File: config.mk
export PLATFORM = sky130hd
export DESIGN_NAME = fete_cfg
export DESIGN_NICKNAME = d
export VERILOG_FILES = /design/src/rtl/fete_pkg.sv /design/src/rtl/fete_cfg.sv
export SDC_FILE = /design/constraint.sdc
export NUM_CORES = 1
export LEC_CHECK = 0
export BUFFER_PORTS_ARGS = -buffer_cell sky130_fd_sc_hd__clkbuf_2
export CORE_MARGIN = 4
export CORE_UTILIZATION = 58
export CTS_BUF_LIST = sky130_fd_sc_hd__clkbuf_8
export CTS_CLUSTER_SIZE = 14
export DETAILED_ROUTE_END_ITERATION = 10
export HOLD_SLACK_MARGIN = 0.15
export PLACE_DENSITY = 0.88
export SYNTH_ARGS = -nofsm -noshare
export SYNTH_HDL_FRONTEND = slang
export SYNTH_SLANG_ARGS = --single-unit
File: constraint.sdc
create_clock -name clk -period 2 [get_ports clk]
set_input_delay 0 -clock clk [delete_from_list [all_inputs] [get_ports clk]]
set_output_delay 0 -clock clk [all_outputs]
set_load 0.03 [all_outputs]
File: src/rtl/fete_pkg.sv
// Shared types, register codes and fixed-point helpers for the escape-time fractal engine.
`timescale 1ns / 1ps
`default_nettype none

package fete_pkg;

    // Complex values are signed Q4.28 in 32 bits.
    localparam int Q_W    = 32;
    localparam int FRAC_W = 28;

    typedef logic signed [Q_W-1:0] q_t;

    localparam q_t Q_MAX = 32'sh7FFF_FFFF;
    localparam q_t Q_MIN = 32'sh8000_0000;

    // Fractal mode codes. The unused code runs as Mandelbrot.
    localparam logic [1:0] MODE_MANDEL = 2'd0;
    localparam logic [1:0] MODE_JULIA  = 2'd1;
    localparam logic [1:0] MODE_SHIP   = 2'd2;

    // Configuration register indexes.
    localparam logic [2:0] REG_MODE       = 3'd0;
    localparam logic [2:0] REG_CENTER_RE  = 3'd1;
    localparam logic [2:0] REG_CENTER_IM  = 3'd2;
    localparam logic [2:0] REG_PIXEL_STEP = 3'd3;
    localparam logic [2:0] REG_SEED_RE    = 3'd4;
    localparam logic [2:0] REG_SEED_IM    = 3'd5;
    localparam logic [2:0] REG_MAX_ITER   = 3'd6;
    localparam logic [2:0] REG_BAILOUT    = 3'd7;

    localparam int CFG_ADDR_W = 5;
    localparam int CFG_DATA_W = 32;

    // Depth of the job queue between the front and back parts.
    localparam int JOB_DEPTH = 2;
    localparam int JOB_PTR_W = $clog2(JOB_DEPTH);
    localparam int JOB_CNT_W = $clog2(JOB_DEPTH + 1);

    typedef struct packed {
        logic [9:0] pixel_x;
        logic [9:0] pixel_y;
    } pixel_t;

    typedef struct packed {
        logic [15:0] iteration_count;
        logic        inside_res;
    } result_t;

    typedef struct packed {
        logic [1:0]  mode;
        q_t          center_re;
        q_t          center_im;
        logic [30:0] pixel_step;
        q_t          seed_re;
        q_t          seed_im;
        logic [15:0] max_iterations;
        logic [30:0] bailout;
    } cfg_t;

    // One mapped point, ready for the iterator.
    typedef struct packed {
        q_t   z_re;
        q_t   z_im;
        q_t   c_re;
        q_t   c_im;
        logic ship;
    } job_t;

    typedef struct packed {
        logic full;
        logic empty;
    } q_stat_t;

    typedef struct packed {
        logic busy;
        logic res_load;
    } back_stat_t;

    typedef enum logic [1:0] {
        ST_IDLE,
        ST_ITER,
        ST_HOLD
    } back_state_t;

    // Saturate a 38-bit signed value to the Q4.28 range.
    function automatic q_t sat38(input logic signed [37:0] v);
        logic fits;
        fits = (&v[37:31]) || (~|v[37:31]);
        if (fits) begin
            return v[31:0];
        end
        return v[37] ? Q_MIN : Q_MAX;
    endfunction

endpackage

`default_nettype wire

File: src/rtl/fete_cfg.sv
// Configuration register file behind the APB-style port.
`timescale 1ns / 1ps
`default_nettype none

module fete_cfg (
    input  wire                           clk,
    input  wire                           rst_n,
    input  wire                           psel,
    input  wire                           penable,
    input  wire                           pwrite,
    input  wire [fete_pkg::CFG_ADDR_W-1:0] paddr,
    input  wire [fete_pkg::CFG_DATA_W-1:0] pwdata,
    output logic [fete_pkg::CFG_DATA_W-1:0] prdata,
    output fete_pkg::cfg_t                cfg
);
    import fete_pkg::*;

    cfg_t       cfg_reg;
    logic [2:0] idx;
    logic       wr_en;

    assign idx   = paddr[CFG_ADDR_W-1:2];
    assign wr_en = psel && penable && pwrite;
    assign cfg   = cfg_reg;

    always_ff @(posedge clk or negedge rst_n) begin
        if (!rst_n) begin
            cfg_reg.mode           <= MODE_MANDEL;
            cfg_reg.center_re      <= '0;
            cfg_reg.center_im      <= '0;
            cfg_reg.pixel_step     <= 31'd1048576;
            cfg_reg.seed_re        <= '0;
            cfg_reg.seed_im        <= '0;
            cfg_reg.max_iterations <= 16'd100;
            cfg_reg.bailout        <= 31'd1073741824;
        end
        else if (wr_en) begin
            unique case (idx)
                REG_MODE:       cfg_reg.mode           <= pwdata[1:0];
                REG_CENTER_RE:  cfg_reg.center_re      <= $signed(pwdata);
                REG_CENTER_IM:  cfg_reg.center_im      <= $signed(pwdata);
                REG_PIXEL_STEP: cfg_reg.pixel_step     <= pwdata[30:0];
                REG_SEED_RE:    cfg_reg.seed_re        <= $signed(pwdata);
                REG_SEED_IM:    cfg_reg.seed_im        <= $signed(pwdata);
                REG_MAX_ITER:   cfg_reg.max_iterations <= pwdata[15:0];
                REG_BAILOUT:    cfg_reg.bailout        <= pwdata[30:0];
                default:        ;
            endcase
        end
    end

    always_comb begin
        unique case (idx)
            REG_MODE:       prdata = {30'd0, cfg_reg.mode};
            REG_CENTER_RE:  prdata = cfg_reg.center_re;
            REG_CENTER_IM:  prdata = cfg_reg.center_im;
            REG_PIXEL_STEP: prdata = {1'b0, cfg_reg.pixel_step};
            REG_SEED_RE:    prdata = cfg_reg.seed_re;
            REG_SEED_IM:    prdata = cfg_reg.seed_im;
            REG_MAX_ITER:   prdata = {16'd0, cfg_reg.max_iterations};
            REG_BAILOUT:    prdata = {1'b0, cfg_reg.bailout};
            default:        prdata = '0;
        endcase
    end

endmodule

`default_nettype wire

# After elaboration in Yosys (flattened, before gate mapping)
# Cells that the tools add are included.
# op_classes
mux,1
eq_ne,7
n_reduce_logical,11
# op_table
cell,n
$pmux W32 S8,1
$reduce_and A2 Y1,8
$eq A3 B3 Y1 const B,4
$eq A3 B2 Y1 const B,2
$eq A3 B1 Y1 const B,1
$logic_not A3 Y1,1
$logic_and A1 B1 Y1,2
# totals
output_inout_bits,240
wordCells,27
input_bits,42
ff_bits,208

# Depth between registers and ports, before layout
# depth
depth_word,3
depth_mapped,7
mapped_depth_nobuf,3

# Least setup slack after synthesis
# No wires, ideal clock.
# synth_timing
path_type,register to output
from,"register cfg_reg, in the netlist cfg[0]"
to,output prdata[0] (netlist name)
stages_incl_launch_ff,4
path_buffers,0
required_time_ps,2000
arrival_time_ps,1500
path_slack_ps,500
cell_sequence,dfrtp_1 mux2i_1 a211o_1 a41oi_1
# synth_between
elab_chain_cells,1
# synth_lines
item,line,rtl
from (decl),fete_cfg.sv:18,cfg_t cfg_reg;
$pmux W32 S8,fete_cfg.sv:53,unique case (idx)
to (decl),fete_cfg.sv:13,"output logic [fete_pkg::CFG_DATA_W-1:0] prdata,"
# No other way between the ends.

# Final worst setup path
# layout_timing
from,"register cfg_reg, in the netlist cfg[202]"
to,output prdata[28] (netlist name)
# The elaborated chain is that of the path after synthesis.

==> results.yml <==
run_status:
  outcome: "completed"
drt:
  route.detailed.drc: 0
  dr.pass1.iters: 5
  vias_per_cell: 6.07
  drt-total-wl_um: 30200
  vias: 7574
  wl_per_cell_um: 24.2
  drt-initial-drc-count: 446
  antenna_left: 0
power_and_ir_drop:
  p_leak_nw: 6.14
  cellPowerDensity_nw_per_um2: 1150
  finalPower_mw: 14.2
  ir_worst_vdd_v: 0.000940
synthesis:
  synth_compound_area_share_pct: 7.03
  synthesis.area_um2: 9500
  synth.top_cell.area_share_pct: 53.5
  synth_edf_count: 0
  syn_avg_cell_area_um2: 14.4
  muxShareOfSynthArea_pct: 31.1
  synthArstFlopShare_pct: 100
  ys_ff_latch: 208
  ys_warn_count: 0
  synthCells: 658
  synthFlopType: "dfrtp_1"
  synth.distinct_cells: 43
  yosys.area_share.simple_pct: 3.64
  synth_fa_ha_area_share_pct: 0
  seq_area_frac_synth_pct: 54.9
  synth_xor_xnor_area_share_pct: 0
  synth_area_leaders: "dfrtp_1, mux2_2, buf_4, a22oi_1, mux2i_1"
  synth_top_family_by_area: "multiplexers"
  synth_nets: 700
  synth_top_cell_by_area: "dfrtp_1"
critical_path:
  required_ps: 2000
  cp_max_fo: 3
  reg2regPathDepth: 1
  slowest_stage: "dfrtp_1"
  worstReg2RegStart: "cfg[83]"
  path_cells: "mux2i_1 > o2bb2ai_1 > a221o_1 > clkbuf_2"
  path_class: "register to primary output"
  slowest_delay_ps: 420
  r2r_end: "cfg[83]"
  reg2reg_slack_ps: 1160
  crit_family: "compound AO/OA/AOI/OAI gates"
  worst-path-buf-inv: 1
  worstPathArrival_ps: 1880
  end_kind: "primary output"
  cp-start-kind: "register"
  startpoint: "cfg[202]"
clock_tree:
  clkSinkCount: 208
  postCtsHoldBufs: 36
  numCtsBuffers: 34
  clk_pin_slew_worst_paths_ps: 60
  cts.htree.levels: 2
  cts_setup_buffers: 0
  cts_tree: "yes"
  root_buffer: "clkbuf_8"
  insertion_delay_ps: 520
  cts_resized: 0
  cts_buffer_depth: 3
cells_and_area:
  final_common_cell: "clkbuf_2"
  most-common-layout-cells: "clkbuf_2, mux2_2, dfrtp_1, clkbuf_8, buf_4"
  largest_register_ffs: 208
  fin_nets: 1048
  area_growth_pct: 30.1
  finalNonFillerCells: 1248
  drive_gt1_share_pct: 60.1
  final.fill_count: 963
sta:
  rsz0062_at_grt: "false"
  tns_ps: 0
  finalCritPeriodShare_pct: 94.0
  slew_viol_final: 0
  skew_ps: 0
  tightest_slew_ps: 550
  period_needed_ps: 1880
  slew-limit-headroom_pct: 63.3
  final_hold_viol_count: 0
  finalSetupViolCount: 0
  fmax_ghz: 0.532
placed_design:
  gp_congestion: 0.807
  hpwl_um: 19900
  portBuffers: 279
  place_inst: 1150
floorplan:
  die_w_um: 136
  fp.dieH_um: 136
  core-area_um2: 15900
  initial_core_util_pct: 59.6
  die_area_um2: 18500
  io_pins: 282
  rows: 46
global_routing:
  grt_pass1_wl_um: 46300
  grt.total_usage_pct: 32.9
  grt_pass1_vias: 8091
  antenna_found_initial: 0
  grt_overflow: 0
  grt_max_degree: 62
hold_path:
  hold-path-endpoint: "cfg[147]"
  hold_path.class: "input pin to register"
  hold_path_depth: 5
  min_from: "psel"
job:
  maxCapViolCount: 0
-- area by class of cell --
type	count	area [um2]	share of cell area, %
sequential	208	5210	42.2
inverter	3	11.3	0.0911
multi-input combinational	400	4000	32.4
clock inverter	16	61.3	0.496
timing repair buffer	359	2180	17.7
antenna	1	2.50	0.0202
tap	216	270	2.19
clock buffer	45	619	5.01
-- kinds of logic after synthesis --
kind of cell | Yosys count
compound gates | 81
buf+inv | 50
flops | 208
mux | 257
simple gates | 62
-- synth_stat cells (8+ instances only) --
master     number
buf_4          25
mux2_1         10
o221ai_1       10
buf_2          13
a221o_1         8
dfrtp_1       203
nand2_1        11
mux2i_1        16
a221oi_1       14
nor2_1         21
o2bb2ai_1       8
a22oi_1        24
mux2_2        224
-- worst min-delay path, stage by stage --
cell      delay, ps
clkbuf_2        120
nand4b_4        150
nor2_4           50
buf_12          160
mux2_1          200
-- worst max-delay path by stage --
stage                       endpoint  slack, ps  depth (start not counted)
after floorplan            prdata[0]        500                          3
after global placement       cfg[54]        290                          5
after detailed placement    cfg[133]        220                          5
after CTS                  prdata[5]        190                          4
after global routing      prdata[28]         50                          4
final                     prdata[28]        120                          4
-- report_power, final --
group          switching (mW)  internal, mW  total, mW
clock network            1.65          2.00       3.66
registers               0.731          5.05       5.78
logic                    3.10          1.63       4.73
-- per-layer routing --
metal	global-route usage (%)	vias up	share of wire, %
met2	54.0	455	49
met4	11.1	0	2.7
met5	0	-	0
li1	-	3192	-
met3	9.36	74	9.5
met1	42.4	3853	38
-- per-stage QoR --
step / util (%) / worst slack (ps) / cell area (um2) / hold WS, ps
2_1_floorplan: - / 500 / 9500 / -296
3_3_place_gp: 71.0 / 291 / 11300 / 16.8
3_5_place_dp: 71.0 / 220 / 11300 / 19.4
4_1_cts: 77.5 / 194 / 12400 / 185
5_1_grt: 77.5 / 50.1 / 12400 / 196
6_report: 77.5 / 121 / 12400 / 206
Note: power is estimated with default switching activity, not from simulation.
