**config.mk**
```make
export PLATFORM = sky130hd
export DESIGN_NAME = fete_queue
export DESIGN_NICKNAME = d
export VERILOG_FILES = /design/src/rtl/fete_pkg.sv /design/src/rtl/fete_queue.sv
export SDC_FILE = /design/constraint.sdc
export NUM_CORES = 1
export LEC_CHECK = 0
export BUFFER_PORTS_ARGS = -buffer_cell sky130_fd_sc_hd__clkbuf_2
export CAP_MARGIN = 15
export CORE_MARGIN = 5
export CORE_UTILIZATION = 56
export CTS_CLUSTER_DIAMETER = 100
export DETAILED_ROUTE_END_ITERATION = 16
export PLACE_DENSITY = 0.87
export SLEW_MARGIN = 40
export SYNTH_ARGS = -nofsm -noshare
export SYNTH_HDL_FRONTEND = slang
export SYNTH_SLANG_ARGS = --single-unit
```
**constraint.sdc**
```tcl
create_clock -name clk -period 14.5 [get_ports clk]
set_input_delay 1.45 -clock clk [delete_from_list [all_inputs] [get_ports clk]]
set_output_delay 1.45 -clock clk [all_outputs]
set_load 0.01 [all_outputs]
```
**src/rtl/fete_pkg.sv**
```systemverilog
// Shared types, register codes and fixed-point helpers for the escape-time fractal engine.
`timescale 1ns / 1ps
`default_nettype none

package fete_pkg;

    // Complex values are signed Q4.28 in 32 bits.
    localparam int Q_W    = 32;
    localparam int FRAC_W = 28;

    typedef logic signed [Q_W-1:0] q_t;

    localparam q_t Q_MAX = 32'sh7FFF_FFFF;
    localparam q_t Q_MIN = 32'sh8000_0000;

    // Fractal mode codes. The unused code runs as Mandelbrot.
    localparam logic [1:0] MODE_MANDEL = 2'd0;
    localparam logic [1:0] MODE_JULIA  = 2'd1;
    localparam logic [1:0] MODE_SHIP   = 2'd2;

    // Configuration register indexes.
    localparam logic [2:0] REG_MODE       = 3'd0;
    localparam logic [2:0] REG_CENTER_RE  = 3'd1;
    localparam logic [2:0] REG_CENTER_IM  = 3'd2;
    localparam logic [2:0] REG_PIXEL_STEP = 3'd3;
    localparam logic [2:0] REG_SEED_RE    = 3'd4;
    localparam logic [2:0] REG_SEED_IM    = 3'd5;
    localparam logic [2:0] REG_MAX_ITER   = 3'd6;
    localparam logic [2:0] REG_BAILOUT    = 3'd7;

    localparam int CFG_ADDR_W = 5;
    localparam int CFG_DATA_W = 32;

    // Depth of the job queue between the front and back parts.
    localparam int JOB_DEPTH = 2;
    localparam int JOB_PTR_W = $clog2(JOB_DEPTH);
    localparam int JOB_CNT_W = $clog2(JOB_DEPTH + 1);

    typedef struct packed {
        logic [9:0] pixel_x;
        logic [9:0] pixel_y;
    } pixel_t;

    typedef struct packed {
        logic [15:0] iteration_count;
        logic        inside_res;
    } result_t;

    typedef struct packed {
        logic [1:0]  mode;
        q_t          center_re;
        q_t          center_im;
        logic [30:0] pixel_step;
        q_t          seed_re;
        q_t          seed_im;
        logic [15:0] max_iterations;
        logic [30:0] bailout;
    } cfg_t;

    // One mapped point, ready for the iterator.
    typedef struct packed {
        q_t   z_re;
        q_t   z_im;
        q_t   c_re;
        q_t   c_im;
        logic ship;
    } job_t;

    typedef struct packed {
        logic full;
        logic empty;
    } q_stat_t;

    typedef struct packed {
        logic busy;
        logic res_load;
    } back_stat_t;

    typedef enum logic [1:0] {
        ST_IDLE,
        ST_ITER,
        ST_HOLD
    } back_state_t;

    // Saturate a 38-bit signed value to the Q4.28 range.
    function automatic q_t sat38(input logic signed [37:0] v);
        logic fits;
        fits = (&v[37:31]) || (~|v[37:31]);
        if (fits) begin
            return v[31:0];
        end
        return v[37] ? Q_MIN : Q_MAX;
    endfunction

endpackage

`default_nettype wire

```
**src/rtl/fete_queue.sv**
```systemverilog
// Short job queue between the front and back parts.
`timescale 1ns / 1ps
`default_nettype none

module fete_queue (
    input  wire                clk,
    input  wire                rst_n,
    input  wire                wr,
    input  wire fete_pkg::job_t  wr_data,
    input  wire                rd,
    output fete_pkg::job_t     rd_data,
    output fete_pkg::q_stat_t  stat
);
    import fete_pkg::*;

    job_t                 entry_reg [JOB_DEPTH];
    logic [JOB_PTR_W-1:0] wr_ptr_reg;
    logic [JOB_PTR_W-1:0] rd_ptr_reg;
    logic [JOB_CNT_W-1:0] count_reg;
    logic [JOB_CNT_W-1:0] count_next;

    assign stat.full  = (count_reg == JOB_CNT_W'(JOB_DEPTH));
    assign stat.empty = (count_reg == '0);
    assign rd_data    = entry_reg[rd_ptr_reg];

    always_comb begin
        count_next = count_reg;
        if (wr && !rd) begin
            count_next = count_reg + 1'b1;
        end
        else if (rd && !wr) begin
            count_next = count_reg - 1'b1;
        end
    end

    always_ff @(posedge clk or negedge rst_n) begin
        if (!rst_n) begin
            wr_ptr_reg <= '0;
            rd_ptr_reg <= '0;
            count_reg  <= '0;
        end
        else begin
            count_reg <= count_next;
            if (wr) begin
                wr_ptr_reg <= wr_ptr_reg + 1'b1;
            end
            if (rd) begin
                rd_ptr_reg <= rd_ptr_reg + 1'b1;
            end
        end
    end

    always_ff @(posedge clk) begin
        if (wr) begin
            entry_reg[wr_ptr_reg] <= wr_data;
        end
    end

endmodule

`default_nettype wire

```
* Yosys cells after proc, flatten, opt, wreduce, memory -nomap -nowiden
Memories as Yosys holds them, arrays and structs flattened.
Cells that the tools add are included.
** Cells by class
- Bitwise logic cells :: 0
- $add $sub $neg :: 4
- Div/mod/pow operators :: 0
- Order comparisons :: 0
- Multiply operators :: 0
- Muxes and demuxes :: 4
- Eq/ne operators :: 1
- Shift operators :: 0
- Reductions and logical operators :: 6
** Operator list (count)
- $mux W2 :: 2
- $add A1 B1 Y1 const B :: 2
- $add A2 B1 Y2 const B :: 1
- $eq A2 B2 Y1 const B :: 1
- $logic_and A1 B1 Y1 :: 2
- $logic_not A1 Y1 :: 2
- $logic_not A2 Y1 :: 1
- $mux W1 :: 2
- $reduce_bool A2 Y1 :: 1
- $sub A2 B1 Y2 const B :: 1
** Word-level totals
- Logic and storage cells :: 19
- Output and inout port bits :: 131
- Flip-flop bits (word level) :: 4
- Latch bits :: 0
- RAM bits :: 258
- Memories kept :: 1
- Input bits :: 133
- ROM bits :: 0
** Memory list
- entry_reg :: depth 2, width 129, read ports 1, clocked after memory_dff 0, wr ports 1, RTL line fete_queue.sv:16 : job_t entry_reg [JOB_DEPTH];

* Longest topological paths before layout
- Depth after elaboration :: 4
- Mapped depth :: 5
- Gate-level depth less buffers :: 5

* Worst setup path before layout
Ideal clock, no wire load.
- Kind :: input port to flip-flop
- Start point :: input wr
- End point :: memory entry_reg[0][0] (netlist bit) (enable)
- Required time :: 13.866 ns
- Setup time :: 0.634 ns
- Path buffers :: 0
- Arrival time :: 7.041 ns
- Stages :: 1
- Path slack :: 6.825 ns
- Cells stage by stage :: nor2b_1
** Between the ends
- Word-level cells in the longest chain between the ends :: 2
** Ends and longest elaborated chain
- start, declared :: RTL line fete_queue.sv:8 : input wire wr,
- $mux W1 :: RTL line fete_queue.sv:54 : if (wr) begin
- $mux W1 (not written as such) :: RTL line fete_queue.sv:55 : entry_reg[wr_ptr_reg] <= wr_data;
- end, declared :: RTL line fete_queue.sv:16
Every way passes these cells.

==> key figures <==
Run status
  – Result of the run: completed

Floorplan
  – Vertical die dimension: 140 um
  – I/O pins: approximately 260
  – Starting density of the core: 0.572
  – Floorplan row count: 47
  – Die Width: 140 um
  – Area of the die: slightly below 20000 um^2
  – Area of the placeable core: 16600 um^2

Critical path
  – Slowest library cell on the worst path: dfrtp_4
  – Cell breakdown of the critical path: buf_6 -> mux2_2 -> clkbuf_2
  – Maximum single-stage delay on the critical path: 0.84 ns
  – Endpoint type of the worst setup path: primary output
  – Worst setup slack for register-to-register paths: roughly 12 ns
  – Capturing point of the worst reg2reg path: entry_reg[1][113]
  – Worst Path Arrival: about 2.7 ns
  – Critical Path Source Type: flop
  – Req. time, crit path: around 13 ns
  – Launching point of the worst reg2reg path: wr_ptr_reg
  – Depth of the worst register-to-register path: 2
  – Critical Path Fanout Max: 81
  – Cell family contributing the most delay on the critical path: flip-flops
  – Worst path bufs/invs: 2
  – Type of the setup path with the least slack: reg -> out

STA
  – Max-slew headroom at the worst pin: 0.493
  – Final period demand of the worst path: 4.11 ns
  – Setup ws final: 10.39 ns
  – Ratio of final minimum period to clock period: 0.284
  – Clk_skew: ~0.0086 ns
  – Pins over their slew limit: 0
  – Final hold viol count: 0
  – RSZ-0062 raised after global routing: no
  – Hold_ws: 0.511 ns
  – Finish-stage setup viols: 0
  – FMAX: approximately 0.24 GHz
  – Accumulated negative setup slack: 0 ns
  – Transition time at the pin with the least slew margin: 0.760 ns

Final layout
  – Number of nets in the layout: ~830
  – Fraction of layout instances using a drive strength above 1: 0.604
  – Non-Filler Cell Area, Final: between 10000 and 15000 um^2
  – Relative area change from synthesis to final layout: 24.5%
  – Ant diodes: 0
  – Flip-flop count of the largest register after layout: 258

Clock tree
  – CTS root buffer: clkbuf_16
  – TritonCTS clock tree: done
  – Number of buffers inserted by post-CTS setup repair: 0
  – Number of buffers between clock root and the deepest sink: 3
  – Number of gates given a new drive strength after cts: 0
  – Number of clock sinks: 262
  – Total CTS buffers: 26
  – Count of H-tree levels built during CTS: 1
  – Count of hold buffers inserted by post-cts repair: 0
  – Worst-Skew Late Latency: 0.51 ns
  – Clock transition at the registers of the reported paths: 0.06 ns

Logic synthesis
  – Mean instance size in the synthesized netlist: 22.8 um^2
  – Count of synthesis-stage warnings from yosys: 0
  – Combinational family with the most area after synthesis: multiplexers
  – Adder-Cell Fraction of Synth Area: 0.00131
  – Gate count after technology mapping: around 420
  – Fraction of synthesized cell area in xor and xnor cells: 0.00460
  – Unique cell type count in the Yosys netlist: 13
  – #FFs+latches synth: 262
  – Share of synthesized cell area in and, or, nand and nor gates: 0.00276
  – Post-synthesis net count: ~550
  – Sequential cell area fraction in the yosys report: 0.824
  – Share of cell area taken by muxes after synthesis: 0.153
  – Fraction of the mapped netlist area in compound gates: 0
  – Post-synth design cell area: 9520 um^2

Global route
  – Number of global-route vias before repair: about 5.4k
  – Remaining global-route overflow: 0
  – Initial antenna violation count: 0
  – Global router's overall resource usage: 0.183
  – Maximum number of pins on one net before global-route repair: 82
  – Global-route wire length before repair: 28400 um

Route
  – Total via count in the routed design: 4901
  – Drt first pass iters: 4
  – Post-DR wirelength/cell: 19.5 um
  – Total detailed-routing wirelength: 18300 um
  – Count of unresolved DRC violations after routing: 0
  – Final ANT Viol Nets: 0
  – Vias per cell: 5.22
  – Violation count after the first detailed-route iteration: around 190

Place
  – Port Buf Inserts: 263
  – Setup slack at placement: 10.91 ns
  – Routability Congestion: 0.777
  – Placed Area: 11000 um^2
  – Half-perimeter wire length after detailed placement: 12500 um

Power and ir drop
  – LEAKAGE: 4.54 nW
  – Maximum resistive drop on vdd: about 0.13 mV
  – Total power per unit cell area: 196 nW/um^2

Min path
  – Startpoint of the worst hold path: count_reg[1]
  – Type of the most critical hold path: reg -> reg
  – Worst min-delay path endpoint: count_reg[1]
  – Hold path depth: 1

Job
  – Max Cap Violations: 0
per-stage QoR:
step / cells / power, mW / util
2_1_floorplan: 417 / 1.50 / -
3_3_place_gp: 890 / 1.69 / 0.662
3_5_place_dp: 890 / 1.71 / 0.663
4_1_cts: 938 / 2.35 / 0.712
5_1_grt: 938 / 2.43 / 0.712
6_report: 938 / 2.32 / 0.712
metal layers:
layer  up-vias  track usage  share of wire
met3        36       0.0511          0.087
met5         -            0              0
met1      2415        0.221           0.37
met2       223        0.321           0.52
li1       2227            -              -
met4         0       0.0530          0.025
worst max path at each step:
stage,startpoint,end,depth (start not counted)
4_1_cts,rd_ptr_reg,rd_data[105],3
3_5_place_dp,rd_ptr_reg,rd_data[105],3
5_1_grt,rd_ptr_reg,rd_data[28],3
6_report,rd_ptr_reg,rd_data[0],3
3_3_place_gp,rd_ptr_reg,rd_data[105],3
2_1_floorplan,wr,entry_reg[0][0],1
cell usage in the layout (no fill, tap or decap), types with 2 or more instances in the layout:
cell       synthesis  final
clkinv_2           0      4
xor2_1             4      4
clkbuf_2           0    263
clkbuf_16          0     27
bufinv_16          0      2
nor2_1             2      2
clkbuf_1           0      8
dfrtp_1            4      3
mux2_2           129    129
clkinv_1           0      5
edfxtp_1         258    258
buf_6             10      3
final cells by class:
class / count / area (um^2)
Sequential cell: 262 / 7850
Fill cell: 1021 / 4790
Multi-Input combinational cell: 140 / 1550
Timing Repair Buffer: 267 / 1360
Clock buffer: 35 / 706
Tap cell: 220 / 275
Clock inverter: 13 / 115
Inverter: 1 / 3.75
cell usage after synthesis, drive strengths merged:
library cell / number / share of area
xor2: 4 / 0.0037
edfxtp: 258 / 0.81
nor2b: 2 / 0.0013
buf: 14 / 0.014
ha: 1 / 0.0013
dfrtp: 4 / 0.011
mux2: 129 / 0.15
inv: 1 / 0.00039
and2: 1 / 0.00066
xnor2: 1 / 0.00092
nor2: 2 / 0.00079
report_power, final:
part	leakage [nW]	total [mW]	switching, mW	internal, mW
logic	1.67	0.618	0.332	0.286
clock network	0.398	0.634	0.258	0.376
registers	2.47	1.07	0.0600	1.01
cells by family after synthesis:
| logic type | count (synthesis) |
|---|---|
| flip-flops | 262 |
| multiplexers | 129 |
| buffers and inverters | 15 |
| XOR/XNOR | 5 |
| AND/OR/NAND/NOR | 5 |
| adder cells (fa/ha/maj) | 1 |
Power figures use the tool's default switching activity.
