==> src/rtl/fete_pkg.sv <==
// Shared types, register codes and fixed-point helpers for the escape-time fractal engine.
`timescale 1ns / 1ps
`default_nettype none

package fete_pkg;

    // Complex values are signed Q4.28 in 32 bits.
    localparam int Q_W    = 32;
    localparam int FRAC_W = 28;

    typedef logic signed [Q_W-1:0] q_t;

    localparam q_t Q_MAX = 32'sh7FFF_FFFF;
    localparam q_t Q_MIN = 32'sh8000_0000;

    // Fractal mode codes. The unused code runs as Mandelbrot.
    localparam logic [1:0] MODE_MANDEL = 2'd0;
    localparam logic [1:0] MODE_JULIA  = 2'd1;
    localparam logic [1:0] MODE_SHIP   = 2'd2;

    // Configuration register indexes.
    localparam logic [2:0] REG_MODE       = 3'd0;
    localparam logic [2:0] REG_CENTER_RE  = 3'd1;
    localparam logic [2:0] REG_CENTER_IM  = 3'd2;
    localparam logic [2:0] REG_PIXEL_STEP = 3'd3;
    localparam logic [2:0] REG_SEED_RE    = 3'd4;
    localparam logic [2:0] REG_SEED_IM    = 3'd5;
    localparam logic [2:0] REG_MAX_ITER   = 3'd6;
    localparam logic [2:0] REG_BAILOUT    = 3'd7;

    localparam int CFG_ADDR_W = 5;
    localparam int CFG_DATA_W = 32;

    // Depth of the job queue between the front and back parts.
    localparam int JOB_DEPTH = 2;
    localparam int JOB_PTR_W = $clog2(JOB_DEPTH);
    localparam int JOB_CNT_W = $clog2(JOB_DEPTH + 1);

    typedef struct packed {
        logic [9:0] pixel_x;
        logic [9:0] pixel_y;
    } pixel_t;

    typedef struct packed {
        logic [15:0] iteration_count;
        logic        inside_res;
    } result_t;

    typedef struct packed {
        logic [1:0]  mode;
        q_t          center_re;
        q_t          center_im;
        logic [30:0] pixel_step;
        q_t          seed_re;
        q_t          seed_im;
        logic [15:0] max_iterations;
        logic [30:0] bailout;
    } cfg_t;

    // One mapped point, ready for the iterator.
    typedef struct packed {
        q_t   z_re;
        q_t   z_im;
        q_t   c_re;
        q_t   c_im;
        logic ship;
    } job_t;

    typedef struct packed {
        logic full;
        logic empty;
    } q_stat_t;

    typedef struct packed {
        logic busy;
        logic res_load;
    } back_stat_t;

    typedef enum logic [1:0] {
        ST_IDLE,
        ST_ITER,
        ST_HOLD
    } back_state_t;

    // Saturate a 38-bit signed value to the Q4.28 range.
    function automatic q_t sat38(input logic signed [37:0] v);
        logic fits;
        fits = (&v[37:31]) || (~|v[37:31]);
        if (fits) begin
            return v[31:0];
        end
        return v[37] ? Q_MIN : Q_MAX;
    endfunction

endpackage

`default_nettype wire

==> src/rtl/fete_front.sv <==
// Front part: accepts pixel requests and maps them to complex starting points.
`timescale 1ns / 1ps
`default_nettype none

module fete_front #(
    parameter int IMAGE_WIDTH  = 1024,
    parameter int IMAGE_HEIGHT = 1024
) (
    input  wire                  clk,
    input  wire                  rst_n,
    input  wire fete_pkg::cfg_t    cfg,
    input  wire                  push,
    output logic                 full,
    input  wire fete_pkg::pixel_t  pixel,
    input  wire fete_pkg::q_stat_t q_stat,
    output logic                 job_push,
    output fete_pkg::job_t       job
);
    import fete_pkg::*;

    localparam int MAX_DIM = (IMAGE_WIDTH > IMAGE_HEIGHT) ? IMAGE_WIDTH : IMAGE_HEIGHT;
    localparam int DIM_W   = ($clog2(MAX_DIM) > 10) ? $clog2(MAX_DIM) : 10;
    localparam int OFF_W   = DIM_W + 2;
    localparam int PROD_W  = OFF_W + Q_W;
    localparam int SUM_W   = PROD_W + 1;

    localparam logic signed [OFF_W-1:0] HALF_X = OFF_W'(IMAGE_WIDTH / 2);
    localparam logic signed [OFF_W-1:0] HALF_Y = OFF_W'(IMAGE_HEIGHT / 2);

    logic                     s1_valid_reg;
    logic signed [PROD_W-1:0] s1_prod_re_reg;
    logic signed [PROD_W-1:0] s1_prod_im_reg;

    logic signed [OFF_W-1:0]  off_x;
    logic signed [OFF_W-1:0]  off_y;
    logic signed [Q_W-1:0]    step_s;
    logic signed [PROD_W-1:0] prod_re;
    logic signed [PROD_W-1:0] prod_im;
    logic signed [SUM_W-1:0]  sum_re;
    logic signed [SUM_W-1:0]  sum_im;
    q_t                       p_re;
    q_t                       p_im;
    logic                     accept;
    logic                     julia;

    assign job_push = s1_valid_reg && !q_stat.full;
    assign full     = s1_valid_reg && q_stat.full;
    assign accept   = push && !full;

    assign off_x   = $signed(OFF_W'(pixel.pixel_x)) - HALF_X;
    assign off_y   = $signed(OFF_W'(pixel.pixel_y)) - HALF_Y;
    assign step_s  = $signed({1'b0, cfg.pixel_step});
    assign prod_re = PROD_W'(off_x) * PROD_W'(step_s);
    assign prod_im = PROD_W'(off_y) * PROD_W'(step_s);

    always_ff @(posedge clk or negedge rst_n) begin
        if (!rst_n) begin
            s1_valid_reg <= 1'b0;
        end
        else if (accept) begin
            s1_valid_reg <= 1'b1;
        end
        else if (job_push) begin
            s1_valid_reg <= 1'b0;
        end
    end

    always_ff @(posedge clk) begin
        if (accept) begin
            s1_prod_re_reg <= prod_re;
            s1_prod_im_reg <= prod_im;
        end
    end

    // Add the view center and clamp to the Q4.28 range.
    always_comb begin
        sum_re = SUM_W'(s1_prod_re_reg) + SUM_W'(cfg.center_re);
        sum_im = SUM_W'(s1_prod_im_reg) + SUM_W'(cfg.center_im);
        if ((&sum_re[SUM_W-1:Q_W-1]) || (~|sum_re[SUM_W-1:Q_W-1])) begin
            p_re = sum_re[Q_W-1:0];
        end
        else begin
            p_re = sum_re[SUM_W-1] ? Q_MIN : Q_MAX;
        end
        if ((&sum_im[SUM_W-1:Q_W-1]) || (~|sum_im[SUM_W-1:Q_W-1])) begin
            p_im = sum_im[Q_W-1:0];
        end
        else begin
            p_im = sum_im[SUM_W-1] ? Q_MIN : Q_MAX;
        end
    end

    // Julia starts from the point and adds the seed; the other modes start at zero.
    always_comb begin
        julia    = (cfg.mode == MODE_JULIA);
        job.ship = (cfg.mode == MODE_SHIP);
        job.z_re = julia ? p_re : '0;
        job.z_im = julia ? p_im : '0;
        job.c_re = julia ? cfg.seed_re : p_re;
        job.c_im = julia ? cfg.seed_im : p_im;
    end

endmodule

`default_nettype wire

==> config.mk <==
export PLATFORM = sky130hd
export DESIGN_NAME = fete_front
export DESIGN_NICKNAME = d
export VERILOG_FILES = /design/src/rtl/fete_pkg.sv /design/src/rtl/fete_front.sv
export SDC_FILE = /design/constraint.sdc
export NUM_CORES = 2
export LEC_CHECK = 0
export BUFFER_PORTS_ARGS = -buffer_cell sky130_fd_sc_hd__buf_2
export CORE_MARGIN = 2
export CORE_UTILIZATION = 42
export DETAILED_ROUTE_END_ITERATION = 7
export PLACE_DENSITY_LB_ADDON = 0.1
export SETUP_SLACK_MARGIN = 0.3
export SYNTH_ARGS = -nofsm -noshare
export SYNTH_HDL_FRONTEND = slang
export SYNTH_SLANG_ARGS = --single-unit
==> constraint.sdc <==
create_clock -name clk -period 9.3 [get_ports clk]
set_clock_uncertainty 0.15 [all_clocks]
set_input_delay 1.86 -clock clk [delete_from_list [all_inputs] [get_ports clk]]
set_output_delay 1.86 -clock clk [all_outputs]
set_load 0.1 [all_outputs]
=== Yosys cells after proc, flatten, opt, wreduce, memory -nomap -nowiden ===
Cells that the tools add are included.

* Add/subtract/negate cells: 4
* Magnitude comparators: 0
* Shift operators: 0
* Equality and inequality tests: 2
* Multipliers: 2
* Mux-type cells: 10
* Reductions and logical operators: 14
* Divide/modulo/power cells: 0
* Bitwise gates (word level): 0

{| class="wikitable"
|+ Operators by type and width
! operator !! count
|-
| 2-to-1 mux 32 bit || 8
|-
| adder 43 x 32 -> 44 bit || 2
|-
| multiplier 11 x 32 -> 43 bit || 2
|-
| AND reduction 14 bit || 2
|-
| OR reduction 14 bit || 2
|-
| subtractor 10 x 10 -> 11 bit (second input constant) || 2
|-
| logical NOT 1 bit || 4
|-
| logical AND 1 bit || 3
|-
| equality test 2 x 1 -> 1 bit (second input constant) || 1
|-
| equality test 2 bit (second input constant) || 1
|-
| logical OR 1 bit || 2
|-
| 2-to-1 mux 1 bit || 2
|-
| nonzero test 2 bit || 1
|}

* Logic and storage cells: 35
* Memories kept: 0
* Register bits: 87
* Latch bits: 0
* Memory bits (read-only): 0
* Bits in writable memories: 0

=== Depth between registers and ports, before layout ===
* Depth after elaboration: 6
* Gate-level depth with buffers: 24
* Depth with buffers taken out: 23

=== Worst setup path before layout ===
No wires, ideal clock.

* Kind: input-to-output
* From: input port cfg[174] (netlist name)
* To: output port job[41] (netlist name)
* Path slack: -1.173 ns
* Data required time: 7.290 ns
* Arrival time: 8.463 ns
* Stages on the path: 14
* Cell sequence: ha_1 fa_1 a211oi_1 o21ai_0 nand4bb_1 a31oi_1 o2111a_1 or3_1 a221oi_1 nand4_1 or4b_4 and2_1 buf_2 o311ai_0

{| class="wikitable"
|+ RTL lines
! item !! RTL line !! RTL
|-
| start: declaration || fete_front.sv:11 || <nowiki>input wire fete_pkg::cfg_t cfg,</nowiki>
|-
| end: declaration || fete_front.sv:17 || <nowiki>output fete_pkg::job_t job</nowiki>
|}

==> results.ini <==
[clock_tree]
cts_buffer_depth = 2
cts_hold_buf = 0
path_clk_slew_ns = 0.06
cts_tree = done
clk_latency_ns = 0.37
cts_root_buf = clkbuf_16
cts_buffers = 9
clock-sinks = 87
h-tree-depth = 3

[synth]
synth-seq-cells = 87
synth_nets = 4794
avgSynthCellArea_um2 = 8.48
yosys-top-cells-area = fa_1, ha_1, edfxtp_1
synth_top_area_cell = fa_1
syn-cell-area_mm2 = 0.0316
ys_async_sr_fraction = 0.0115
synth-seq-area-share = 0.0824
synth_ff_type = edfxtp_1
ys_types = 84
synth_edf_count = 86
synth_top_cell_area_share = 0.332
syn_inst = 3729
ys.warnings.count = 0

[floorplanning]
num_rows = 100
pin_count = 364
dieArea_mm2 = 0.0775
die_w_um = 278
initial_core_util = 0.424
fp.coreArea_mm2 = 0.0746
die_h_um = 278

[placed_design]
port_buffers = 315
place_ws_ns = 0.396
place_congestion = 0.898
dp.cells = 4854
dp_hpwl_um = 68900

[layout]
layout_commonest_cell = inv_1
num-nets-final = 4962
regArea_mm2 = 0.00261
final_layout_size_suffix_gt1_frac = 0.127
area_delta_synth_final_pct = 9.41
instances_no_fill = 4875
multi_input_area_mm2 = 0.0261
layout_common_cells = inv_1, fa_1, nand2_1
fill_cells = 7590

[critical_path]
cp_slowest_cell = or4b_1
crit_top_cell = buf_2
end_kind = output port
critPathMaxFanout = 58
critPathLaunchType = input pin
crit_path_cell_trace = buf_2 -> ha_1 -> fa_1 -> a21o_1 -> a221o_1 -> a31oi_2 -> o211ai_1 -> a21oi_2 -> mux2i_1 -> nand4_1 -> or4b_1 -> or4_1 -> mux2_8 -> o311ai_2 -> buf_2
crit_buf_inv = 2
required_ns = 7.29
crit_type = input pin to output port
worstPathArrival_ns = 6.80
cp_top_family = compound AO/OA/AOI/OAI gates
cp_slowest_stage_delay_ns = 0.53

[global_route]
antenna_found_initial = 12
grtUsageTotal = 0.221
grt_max_degree = 59
grt-ovfl-total = 0
grt_pass1_wl_um = 139000
grt_pass1_vias = 26000

[sta]
finalCriticalPeriod_ns = 8.81
tightest_slew_ns = 0.932
setup_viol = 0
max_slew_margin = 0.379
min_period_over_period = 0.947
setup_ws_ns = 0.489
holdWs_ns = 0.544
slew_violations = 0
rsz0062_at_grt = false
fmax_mhz = 114
hold_viol_final = 0

[drt]
antenna_left = 0
drt_iter0_markers = 1580
drc = 0
firstDrtPassIters = 5
drt_wl_total_um = 83500
wl_per_cell_um = 17.1
viasPerCell = 5.29
vias = 25800

[power_and_ir_drop]
p_leak_nw = 16.7
powerDensity_mw_per_mm2 = 355
ir_drop_v = 0.000257

[run]
drv_cap = 0

[status]
run_status = finished, final reports clean

[worst_hold_path]
hp-class = register to register

## what timing repair did
action,in CTS,in global routing
buffers inserted,0,1
resized for setup,0,23
setup endpoints to repair,0,95
endpoints found under the hold margin,0,0
## path summary, 6_finish.rpt
path                       depth (start not counted)            endpoint  slack (ns)          from
setup / recovery                                  15              job[5]        0.49      cfg[142]
hold / removal                                     2        s1_valid_reg        0.54  s1_valid_reg
setup reg to reg                                   4  s1_prod_im_reg[42]        6.98  s1_valid_reg
hold reg to reg                                    2        s1_valid_reg        0.54  s1_valid_reg
max in group asynchronous                          1        s1_valid_reg        7.82         rst_n
min in group asynchronous                          1        s1_valid_reg        1.09         rst_n
## layer usage
layer	routed length, µm	track usage
met5	97	0
met3	3430	0.0284
met4	480	0.0274
met2	40100	0.368
met1	39400	0.317
## worst min-delay path: cells and delay by family (launching register included)
| kind | cells | cell delay [ns] |
|---|---|---|
| and+or+nand+nor | 2 | 0.33 |
| DFF | 1 | 0.34 |
## power by group
group	internal [mW]	switching (mW)	leakage (nW)	total [mW]
registers	1.06	0.0683	0.830	1.12
clock network	0.179	0.165	0.116	0.344
logic	4.29	6.52	15.7	10.8
total	5.53	6.75	16.7	12.3
## per-stage QoR
stage               utilization  instance area [µm²]  total power, mW  setup TNS, ns
finish                    0.464                34600             12.3              0
global route              0.464                34600             13.8              0
CTS                       0.463                34500             12.3              0
detailed placement        0.459                34300             11.9              0
global placement          0.459                34300             11.9              0
floorplan                     -                31900             9.57          -6.94
## area by class of cell
class / count / area share
multi-input combinational: 2804 / 0.755
sequential: 87 / 0.0753
inverter: 629 / 0.0682
timing repair buffer: 366 / 0.0581
tap: 969 / 0.0350
clock buffer: 10 / 0.00661
clock inverter: 6 / 0.00108
antenna: 4 / 0.000289
## logic make-up after synthesis
group,synth area share
flops,0.0824
fa+ha+maj,0.453
simple gates,0.177
buf+inv,0.101
compound gates,0.145
mux,0.00407
xor+xnor,0.0374
## synth_stat cells (all sizes together), types with 10 or more instances
cell type	count
or3	10
xor2	47
inv	627
o21bai	32
o31ai	56
nand2b	16
and2	243
xnor2	88
or2	21
nand4	22
a21o	85
nand3	28
nor2	169
ha	308
o21ai	107
a311oi	30
edfxtp	86
fa	524
and3	24
o21a	22
nor2b	68
a211oi	26
buf	27
o211ai	19
nand2	500
clkbuf	182
a21oi	170
nor3	30
o311ai	25
a31oi	22
Note: power is estimated with default switching activity, not from simulation.
